File: src/hdl/bfra_pkg.sv
// Types and constants of the best-fit range allocator.
`timescale 1ns / 1ps

package bfra_pkg;

   localparam int COUNT_W    = 11;
   localparam int OFF_OUT_W  = 10;
   localparam int ADDR_W     = 48;
   localparam int STRIDE_W   = 9;
   localparam int PAGE_W     = 11;
   localparam int AGE_W      = 16;
   localparam int CSR_IDX_W  = 3;
   localparam int CSR_DATA_W = 48;

   localparam logic [AGE_W-1:0] AGE_LAST = '1;

   localparam logic REQ_ALLOC = 1'b0;
   localparam logic REQ_FREE  = 1'b1;

   localparam logic STATUS_OK     = 1'b0;
   localparam logic STATUS_REJECT = 1'b1;

   localparam logic [CSR_IDX_W-1:0] CSR_PAGE_SIZE      = 3'd0;
   localparam logic [CSR_IDX_W-1:0] CSR_SLOT_STRIDE    = 3'd1;
   localparam logic [CSR_IDX_W-1:0] CSR_CPU_BASE       = 3'd2;
   localparam logic [CSR_IDX_W-1:0] CSR_GPU_BASE       = 3'd3;
   localparam logic [CSR_IDX_W-1:0] CSR_SHADER_VISIBLE = 3'd4;

   typedef struct packed {
      logic                req_type;
      logic [COUNT_W-1:0]  slot_count;
      logic [ADDR_W-1:0]   free_address;
   } bfra_req_type;

   typedef struct packed {
      logic                 status;
      logic [OFF_OUT_W-1:0] slot_offset;
      logic [ADDR_W-1:0]    cpu_address;
      logic [ADDR_W-1:0]    gpu_address;
      logic [COUNT_W-1:0]   free_total;
   } bfra_rsp_type;

   typedef enum logic [3:0] {
      S_CLEAR,
      S_IDLE,
      S_DIV,
      S_SCAN,
      S_DECIDE,
      S_KILL,
      S_PUT,
      S_RN_READ,
      S_RN_LATCH,
      S_RN_COUNT,
      S_RN_STORE,
      S_RN_COPY,
      S_MUL,
      S_RESP
   } bfra_state_type;

endpackage

File: src/hdl/bfra_div.sv
// Restoring divider: address difference over slot stride, one bit per cycle.
`timescale 1ns / 1ps

module bfra_div import bfra_pkg::*; (
   input  logic                clock,
   input  logic                reset,
   input  logic                start,
   input  logic [ADDR_W-1:0]   dividend,
   input  logic [STRIDE_W-1:0] divisor,
   output logic                done,
   output logic [ADDR_W-1:0]   quotient
);

   localparam int SW = $clog2(ADDR_W);

   logic                busy_ff, busy_in;
   logic                done_ff, done_in;
   logic [SW-1:0]       step_ff, step_in;
   logic [ADDR_W-1:0]   quo_ff, quo_in;
   logic [STRIDE_W-1:0] rem_ff, rem_in;
   logic [STRIDE_W-1:0] div_ff, div_in;
   logic [STRIDE_W:0]   rem_sh;
   logic                ge;

   assign rem_sh = {rem_ff, quo_ff[ADDR_W-1]};
   assign ge     = rem_sh >= {1'b0, div_ff};

   always_comb begin
      busy_in = busy_ff;
      done_in = 1'b0;
      step_in = step_ff;
      quo_in  = quo_ff;
      rem_in  = rem_ff;
      div_in  = div_ff;
      if (start) begin
         busy_in = 1'b1;
         step_in = '0;
         quo_in  = dividend;
         rem_in  = '0;
         div_in  = divisor;
      end else if (busy_ff) begin
         quo_in  = {quo_ff[ADDR_W-2:0], ge};
         rem_in  = ge ? STRIDE_W'(rem_sh - {1'b0, div_ff}) : rem_sh[STRIDE_W-1:0];
         step_in = step_ff + 1'b1;
         if (step_ff == SW'(ADDR_W - 1)) begin
            busy_in = 1'b0;
            done_in = 1'b1;
         end
      end
   end

   always_ff @(posedge clock) begin
      if (reset) begin
         busy_ff <= 1'b0;
         done_ff <= 1'b0;
      end else begin
         busy_ff <= busy_in;
         done_ff <= done_in;
      end
   end

   always_ff @(posedge clock) begin
      step_ff <= step_in;
      quo_ff  <= quo_in;
      rem_ff  <= rem_in;
      div_ff  <= div_in;
   end

   // a zero stride maps every address to slot zero
   assign done     = done_ff;
   assign quotient = (div_ff == '0) ? '0 : quo_ff;

endmodule

File: config.mk
export PLATFORM = sky130hd
export DESIGN_NAME = bfra_div
export DESIGN_NICKNAME = d
export VERILOG_FILES = /design/src/hdl/bfra_pkg.sv /design/src/hdl/bfra_div.sv
export SDC_FILE = /design/constraint.sdc
export NUM_CORES = 1
export LEC_CHECK = 0
export ABC_CLOCK_PERIOD_IN_PS = 2900
export BUFFER_PORTS_ARGS = -buffer_cell sky130_fd_sc_hd__buf_2
export CAP_MARGIN = 20
export CORE_MARGIN = 2
export CORE_UTILIZATION = 40
export CTS_CLUSTER_DIAMETER = 150
export DETAILED_ROUTE_END_ITERATION = 7
export PLACE_DENSITY = 0.63
export SLEW_MARGIN = 20
export SYNTH_ARGS = -nofsm -noshare
export SYNTH_HDL_FRONTEND = slang
export SYNTH_SLANG_ARGS = --single-unit
export TNS_END_PERCENT = 1
File: constraint.sdc
create_clock -name clock -period 2.9 [get_ports clock]
set_input_delay 0.145 -clock clock [delete_from_list [all_inputs] [get_ports clock]]
set_output_delay 0.145 -clock clock [all_outputs]
set_load 0.02 [all_outputs]
==> reports/qor.csv, run 1 <==
metric;value;unit
Max Slew Vio Count;0;
Worst-path clk slew;80;ps
DRC errors left;0;
Final Total Pwr;2.81;mW
vias in the first global route;2807;
Post-Synthesis Cells;316;
Top FF cell, synth;edfxtp_1;
I/O Buffers;108;
Finish-stage setup viols;0;
relative slew slack;53.0;%
most common library cells after synthesis;edfxtp_1 (57), mux2_2 (50), and2_1 (47);
total wire length;8240;um
Root Driver;clkbuf_8;
CTS tree;yes;
R2R Path End;rem_ff[8];
GRT overflow;0;
area grow syn2layout;26.2;%
R2R Setup Slk;500;ps
layout cells sized above 1;41.9;%
Hold/Removal Path Class;in2reg;
final hold violations;0;
Ys Warns;0;
Setup TNS;0;ps
gp weighted congestion;0.846;
PD cells;580;nW/um2
worst r2r src;quo_ff[47];
Worst EP required;3160;ps
clock sinks;74;
Area contributors post-synth;edfxtp_1 (45%), mux2_2 (15%), dfxtp_1 (8.9%);
worst setup path endpoint;rem_ff[8];
number of synthesized register bits;74;
Critical Path Source Type;flip-flop;
vias per inst;4.80;
Peak supply drop;276;uV
status;finished clean;
worst slew pin tran;703;ps
critical path launch point;quo_ff[47];
final cycle utilization of the critical path;82.7;%
Worst-Skew Late Latency;340;ps
Mapped Nets;387;
Ports;109;
Synth top area share;44.5;%
Data arrival, critical path;2660;ps
core footprint;9280;um2
Initial Util;41.4;%
synthesized area;3840;um2
die height;102;um
Tot GR Track Use;16.9;%
DR vias;2731;
post-DP HPWL;5750;um
largest net degree at the start of global routing;40;
R2R cell count;9;
Setup Buffers After CTS;0;
initial antenna violation count;0;
number of DRC markers in iteration 0;92;
register area share after synthesis;53.4;%
crit path max fanout;14;
wire per inst;14.5;um
Yosys cell types;44;
FMAX;417;MHz
Post-DRT Antenna Nets;0;
first-pass GRT wire length;13500;um
Synth area leader;edfxtp_1;
Max Root-Sink Buffers;2;
H-tree Lvls;3;
asr flop ratio synth;0;%
die area;10400;um2
First-pass DRT Iterations;4;
cell with the most instances after synthesis;edfxtp_1;
Final #Nets;505;
clk_skew;4.43;ps
RSZ-0062 raised after global routing;false;
Max Cap Violations;0;
Post-synth EDFFs;57;
die width;102;um
total CTS buffers;9;
CP Class;reg2reg;
min Tclk post-route;2400;ps
Mean Syn Cell Area;12.2;um2
leakage;1.98;nW
Rows;35;
Setup crit end kind;flip-flop;
## kinds of logic after synthesis
family	after synthesis	synth area share, %
AND/OR/NAND/NOR	102	14.8
flip-flops	74	53.4
multiplexers	57	16.5
AO/OA/AOI/OAI	34	6.55
buffers and inverters	30	3.22
adder cells (fa/ha/maj)	11	3.78
XOR/XNOR	8	1.82
## worst min-delay path by stage
stage,from,end,slack (ps),cells after the start
2_1_floorplan,reset,busy_ff,220,1
3_3_place_gp,divisor[8],div_ff[8],320,1
3_5_place_dp,divisor[8],div_ff[8],330,1
4_1_cts,dividend[13],quo_ff[13],80,2
5_1_grt,dividend[16],quo_ff[16],70,2
6_report,dividend[38],quo_ff[38],100,2
## worst max-delay path: stages (launching register included)
cell	delay, ps
edfxtp_1	360
inv_1	90
ha_1	160
inv_1	50
fa_1	410
a21oi_1	150
a211o_1	150
o211ai_2	310
or3_2	560
o221ai_1	80
## sequential cells by signal, summed over array words and instances (netlist names)
| signal | cells |
|---|---|
| step_ff | 6 |
| quo_ff | 48 |
| busy_ff | 1 |
| div_ff | 9 |
| done | 1 |
| rem_ff | 9 |
## routing by layer
layer	vias to the layer above	GRT usage (%)	share of wire (%)
li1	1377	-	-
met1	1272	22.1	46
met2	72	25.6	46
met3	10	5.81	7.2
met4	0	7.18	1.3
met5	-	0	0
## layout by cell type (no fill, tap or decap), drive strengths merged, types with 2 or more instances in the layout
cell type,Yosys,final
a211oi,7,7
xnor2,3,3
inv,13,14
a21oi,8,8
or3,2,2
clkinv,0,2
nor2,20,20
mux2,50,50
nand4,2,2
nor3b,2,2
nand3b,3,3
nand2b,4,4
o221ai,2,2
a21o,2,2
a211o,2,2
xor2,5,5
bufinv,0,2
mux2i,7,7
clkbuf,10,11
dfxtp,17,17
dlygate4sd3,0,10
nand2,9,9
edfxtp,57,57
nand3,6,6
buf,7,114
and2,47,47
o21a,3,3
o21ai,4,4
nor3,2,2
ha,10,10
## power by group
group	internal [mW]	switching, mW	total, mW
combinational	0.288	0.332	0.619
clock	0.485	0.395	0.880
sequential	1.26	0.0520	1.31
total	2.03	0.779	2.81
## cell type report
cell class                      count  area [um2]
Antenna cell                        1        2.50
Clock buffer                       11         131
Clock inverter                      5        77.6
Fill cell                         856        4430
Inverter                           13        48.8
Multi-Input combinational cell    212        1670
Sequential cell                    74        2050
Tap cell                          129         161
Timing Repair Buffer              124         711
## metrics by stage
step	setup slack (ps)	util (%)	instance area, um2	hold slack [ps]	std cells
6_report	500	52.3	4850	96.9	569
4_1_cts	482	52.2	4850	76.1	568
3_3_place_gp	556	48.9	4540	324	542
3_5_place_dp	514	48.9	4540	326	542
2_1_floorplan	809	-	3840	217	316
5_1_grt	329	52.2	4850	73.5	568
## timing repair
action / CTS / global route
gates resized for setup: 0 / 0
hold buffers: 10 / 0
endpoints found under the hold margin: 11 / 0
Power figures use the tool's default switching activity.
==> run 2, diff against run 1 <==
ABC_CLOCK_PERIOD_IN_PS = 2200   (was 2900)
PLACE_DENSITY = 0.65   (was 0.63)
clock period = 2.2 ns   (was 2.9 ns; I/O delays follow)
==> reports/qor.csv, run 2 (same netlist as run 1, synthesis figures left out) <==
metric;value;unit
status;finished clean;
Final #Nets;514;
crit path max fanout;5;
post-DP HPWL;6010;um
met2 routed WL;4090;um
fin util;53.6;%
final hold violations;0;
DR vias;2827;
Final Total Pwr;3.76;mW
CTS tree;yes;
H-tree Lvls;3;
First-pass DRT Iterations;4;
leakage;2.02;nW
largest net degree at the start of global routing;31;
Rows;35;
Reg with most FFs;quo_ff;
core footprint;9280;um2
Peak supply drop;408;uV
register area;2050;um2
max FFs per register;48;
clock sinks;74;
Worst-Skew Late Latency;350;ps
relative slew slack;63.9;%
placed cell area;4590;um2
Max Cap Violations;0;
die height;102;um
vias per inst;4.90;
Initial Util;41.4;%
worst-path cell chain;ha_4, inv_1, fa_2, a21oi_1, a211o_1, o211ai_4, mux2_2, a211oi_1;
Worst EP required;2460;ps
CP Class;reg2reg;
Psw;1.12;mW
P_int;2.63;mW
area grow syn2layout;29.4;%
GRT overflow;0;
placed insts;549;
Finished Cell Area;4970;um2
most frequent cells in the layout;buf_2 (108), edfxtp_1 (57), mux2_2 (50);
sw frac;29.9;%
worst setup path endpoint;rem_ff[0];
met3 wire len;554;um
post-placement setup slack;-18.0;ps
total CTS buffers;9;
first-pass GRT wire length;13500;um
Worst-path clk slew;90;ps
Ports;109;
worst slew pin tran;541;ps
die width;102;um
clock share of power;30.0;%
CP max-delay cell;edfxtp_1;
largest registers;quo_ff: 48 flops, div_ff: 9 flops, rem_ff: 9 flops;
layout cells sized above 1;45.5;%
die area;10400;um2
gp weighted congestion;0.880;
uppermost layer routed;met4;
Non-Filler Instances;577;
M1 wire length;3960;um
Tot GR Track Use;16.7;%
diodes inserted;0;
R2R cell count;8;
RSZ-0062 raised after global routing;false;
Finish-stage setup viols;0;
Slowest Stage Delay on Critical Path;430;ps
I/O Buffers;108;
Setup TNS;0;ps
PD cells;755;nW/um2
Setup crit end kind;flip-flop;
min Tclk post-route;2100;ps
fillcell total;865;
clk_skew;9.04;ps
Hold/Removal Path Class;in2reg;
FMAX;477;MHz
Root Driver;clkbuf_8;
R2R Setup Slk;100;ps
total wire length;8660;um
DRC errors left;0;
Max Slew Vio Count;0;
combinational power share;23.6;%
Post-DRT Antenna Nets;0;
number of DRC markers in iteration 0;141;
Data arrival, critical path;2360;ps
Max Root-Sink Buffers;2;
R2R Path End;rem_ff[0];
PnR worst setup slack;102;ps
worst r2r src;div_ff[0];
most common cell after layout, fill and taps aside;buf_2;
Critical Path Source Type;flip-flop;
final cycle utilization of the critical path;95.4;%
wire per inst;15.0;um
initial antenna violation count;0;
vias in the first global route;2828;
critical path launch point;div_ff[0];
Multi-input gate area;1720;um2
WHS;54.0;ps
Flop pwr share;46.3;%
run 2: cell types whose count changed in the layout (fill, tap and decap cells not counted), sizes merged:
| cell | previous run | this run |
|---|---|---|
| clkinv | 2 | 0 |
| clkbuf | 11 | 9 |
| bufinv | 2 | 1 |
| clkinvlp | 0 | 2 |
| inv | 14 | 17 |
| diode | 1 | 0 |
| buf | 114 | 123 |
run 2: cell type report:
class,instances,area share [%]
Clock buffer,9,2.49
Clock inverter,7,1.66
Inverter,13,0.981
Multi-Input combinational cell,212,34.6
Sequential cell,74,41.3
Tap cell,129,3.25
Timing Repair Buffer,133,15.7
run 2: power groups by stage:
| stage | Sequential [mW] | Combinational (mW) | Clock (mW) |
|---|---|---|---|
| after global placement | 1.76 | 0.824 | 0 |
| after detailed placement | 1.77 | 0.835 | 0 |
| after floorplan | 1.74 | 0.586 | 0 |
| final | 1.74 | 0.888 | 1.13 |
| after global routing | 1.76 | 0.968 | 1.20 |
| after CTS | 1.74 | 0.861 | 1.15 |
run 2: worst max-delay path, delay by kind of cell, from the launching register on:
family / cells / cell delay (ps)
AO/OA/AOI/OAI: 4 / 740
adder cells (fa/ha/maj): 2 / 410
buffers and inverters: 1 / 70
flip-flops: 1 / 430
multiplexers: 1 / 360
run 2: worst min path at each step:
stage,end,cells after the start,start,slack [ps]
detailed placement,div_ff[3],1,divisor[3],290
global route,quo_ff[31],2,dividend[31],30
CTS,quo_ff[30],2,dividend[30],40
finish,quo_ff[30],2,dividend[30],50
global placement,div_ff[1],1,divisor[1],290
floorplan,busy_ff,1,reset,180
run 2: what timing repair did:
action	in CTS	in global routing
endpoints found under the hold margin	11	0
buffers inserted	0	2
endpoints found under the setup margin	48	10
gates resized for setup	2	10
pin swaps	0	7
hold buffers	10	0
run 2: routing by layer:
layer,up-vias,GRT usage (%)
met2,75,26.3
met4,0,4.00
met5,-,0
li1,1391,-
met3,5,5.88
met1,1356,22.3
==> run 3, diff against run 2 <==
ABC_AREA = 1   (was default)
PLACE_DENSITY = 0.66   (was 0.65)
==> reports/qor.csv, run 3 <==
metric;value;unit
simple-gate share of the synthesized area;22.6;%
most common cell after layout, fill and taps aside;buf_2;
WHS Endpoint;quo_ff[12];
Mapped Nets;533;
final hold violations;0;
vias per inst;4.61;
Max Root-Sink Buffers;2;
most common library cells after synthesis;nand2_1 (97), inv_1 (84), nor2_1 (64);
H-tree Lvls;3;
number of synthesized register bits;74;
crit path max fanout;12;
number of DRC markers in iteration 0;279;
R2R cell count;11;
vias in the first global route;3112;
Synth area leader;edfxtp_1;
CP Class;reg2reg;
Mean Syn Cell Area;8.27;um2
Reg with most FFs;quo_ff;
post-synthesis adder-cell area fraction;3.80;%
max FFs per register;48;
core footprint;9240;um2
die height;102;um
fillcell total;885;
Rows;35;
synthesized area;3820;um2
leakage;2.36;nW
post-DP HPWL;6160;um
sw frac;27.1;%
die width;102;um
status;finished clean;
Worst-path clk slew;80;ps
I/O Buffers;108;
Data arrival, critical path;2260;ps
Tot GR Track Use;16.8;%
clock share of power;33.1;%
Worst EP required;2460;ps
Max Slew Vio Count;0;
worst slew pin tran;484;ps
diodes inserted;0;
global routing's busiest layer;met2;
Yosys cell types;25;
Final Total Pwr;3.50;mW
CTS tree;yes;
P_int;2.55;mW
combinational power share;18.7;%
clk_skew;9.34;ps
XOR/XNOR share of the synthesized area;0.688;%
most frequent cells in the layout;buf_2 (108), nand2_1 (97), inv_1 (83);
total CTS buffers;9;
Final #Nets;650;
Post-synth EDFFs;57;
Setup Buffers After CTS;0;
final cycle utilization of the critical path;90.7;%
First-pass DRT Iterations;4;
PD cells;723;nW/um2
layout cells sized above 1;23.6;%
DRC errors left;0;
Slowest Stage Delay on Critical Path;440;ps
largest family of logic cells by synthesized area;simple AND/OR/NAND/NOR gates;
GRT overflow;0;
FMAX;501;MHz
Ys Warns;0;
Worst-Skew Late Latency;330;ps
clock sinks;74;
asr flop ratio synth;0;%
met2 Usage GRT;27.9;%
Top FF cell, synth;edfxtp_1;
Setup TNS;0;ps
Post-Synthesis Cells;462;
Area contributors post-synth;edfxtp_1 (45%), nand2_1 (9.5%), dfxtp_1 (8.9%);
wire per inst;12.0;um
Peak supply drop;371;uV
min Tclk post-route;1990;ps
Worst Hold Depth;3;
hold path start;dividend[12];
grt met3 use;3.17;%
die area;10300;um2
cell with the most instances after synthesis;nand2_1;
largest registers;quo_ff: 48 flops, div_ff: 9 flops, rem_ff: 9 flops;
relative slew slack;67.7;%
Psw;0.949;mW
Flop pwr share;48.1;%
register area share after synthesis;53.7;%
Ports;109;
worst r2r src;div_ff[8];
initial antenna violation count;0;
Post-DRT Antenna Nets;0;
post-synthesis mux area share;0;%
worst-path cell chain;inv_1, ha_1, inv_1, nor2_1, nand2_1, nor2_2, nor2_2, nand2_2, nand2_1, nand3_1, o21ai_0;
compound-gate portion of the synthesized area;8.52;%
largest net degree at the start of global routing;84;
Hold/Removal Path Class;in2reg;
Critical Path Source Type;flip-flop;
DR vias;3289;
CP max-delay cell;edfxtp_1;
R2R Setup Slk;210;ps
total wire length;8540;um
Finish-stage setup viols;0;
RSZ-0062 raised after global routing;false;
met1 Use GR;22.0;%
R2R Path End;rem_ff[3];
Synth top area share;44.8;%
Root Driver;clkbuf_8;
Max Cap Violations;0;
gp weighted congestion;0.826;
Setup crit end kind;flip-flop;
Initial Util;41.3;%
first-pass GRT wire length;13700;um
area grow syn2layout;26.6;%
-- run 3: how the worst max path moves through the flow --
stage,to,cells past startpoint,slack [ps],startpoint
global route,rem_ff[3],11,20,div_ff[8]
finish,rem_ff[3],11,210,div_ff[8]
CTS,rem_ff[2],11,210,quo_ff[47]
global placement,rem_ff[2],11,330,quo_ff[47]
detailed placement,rem_ff[2],11,210,quo_ff[47]
floorplan,quo_ff[0],2,290,busy_ff
-- run 3: critical path, delay by kind of cell, from the launching register on --
family / cells / cell delay (ps)
AO/OA/AOI/OAI: 1 / 70
adder cells (fa/ha/maj): 1 / 250
buffers and inverters: 2 / 200
flip-flops: 1 / 440
AND/OR/NAND/NOR: 7 / 950
-- run 3: metrics by stage --
step	std cells	util, %	instance area [um2]	worst slack (ps)	hold WS [ps]
final	713	52.3	4830	205	56.8
after global routing	713	52.3	4830	22.3	44.1
after CTS	713	52.3	4830	210	42.5
after detailed placement	687	48.8	4510	214	290
after global placement	687	48.8	4510	327	289
after floorplan	462	-	3820	292	189
-- run 3: timing repair --
item	CTS	global route
endpoints found under the hold margin	10	0
resized for setup	0	0
hold buffers	10	0
-- run 3: per-layer routing --
metal  routed length [um]  share of wire [%]  vias to the layer above
li1                     -                  -                     1696
met1                 3870                 45                     1473
met2                 4000                 47                      109
met3                  539                6.3                       11
met4                  128                1.5                        0
met5                    0                  0                        -
-- run 3: area by class of cell --
cell class / count / area (um2) / area share, %
Sequential cell: 74 / 2050 / 42.4
Tap cell: 129 / 161 / 3.34
Inverter: 85 / 319 / 6.60
Timing Repair Buffer: 124 / 711 / 14.7
Clock buffer: 13 / 181 / 3.75
Multi-Input combinational cell: 285 / 1370 / 28.3
Clock inverter: 3 / 43.8 / 0.906
-- run 3: power by group through the flow --
stage / Combinational (mW) / Sequential (mW) / Clock (mW)
after floorplan: 0.422 / 1.70 / 0
after global placement: 0.638 / 1.71 / 0
after detailed placement: 0.642 / 1.71 / 0
after CTS: 0.658 / 1.68 / 1.18
after global routing: 0.735 / 1.70 / 1.24
final: 0.654 / 1.68 / 1.16
-- run 3: kinds of logic (layout without fill, tap and decap cells) --
logic type | after synthesis | count (layout)
buf+inv | 103 | 225
flops | 74 | 74
fa+ha+maj | 11 | 11
simple gates | 207 | 207
xor+xnor | 3 | 3
compound gates | 64 | 64
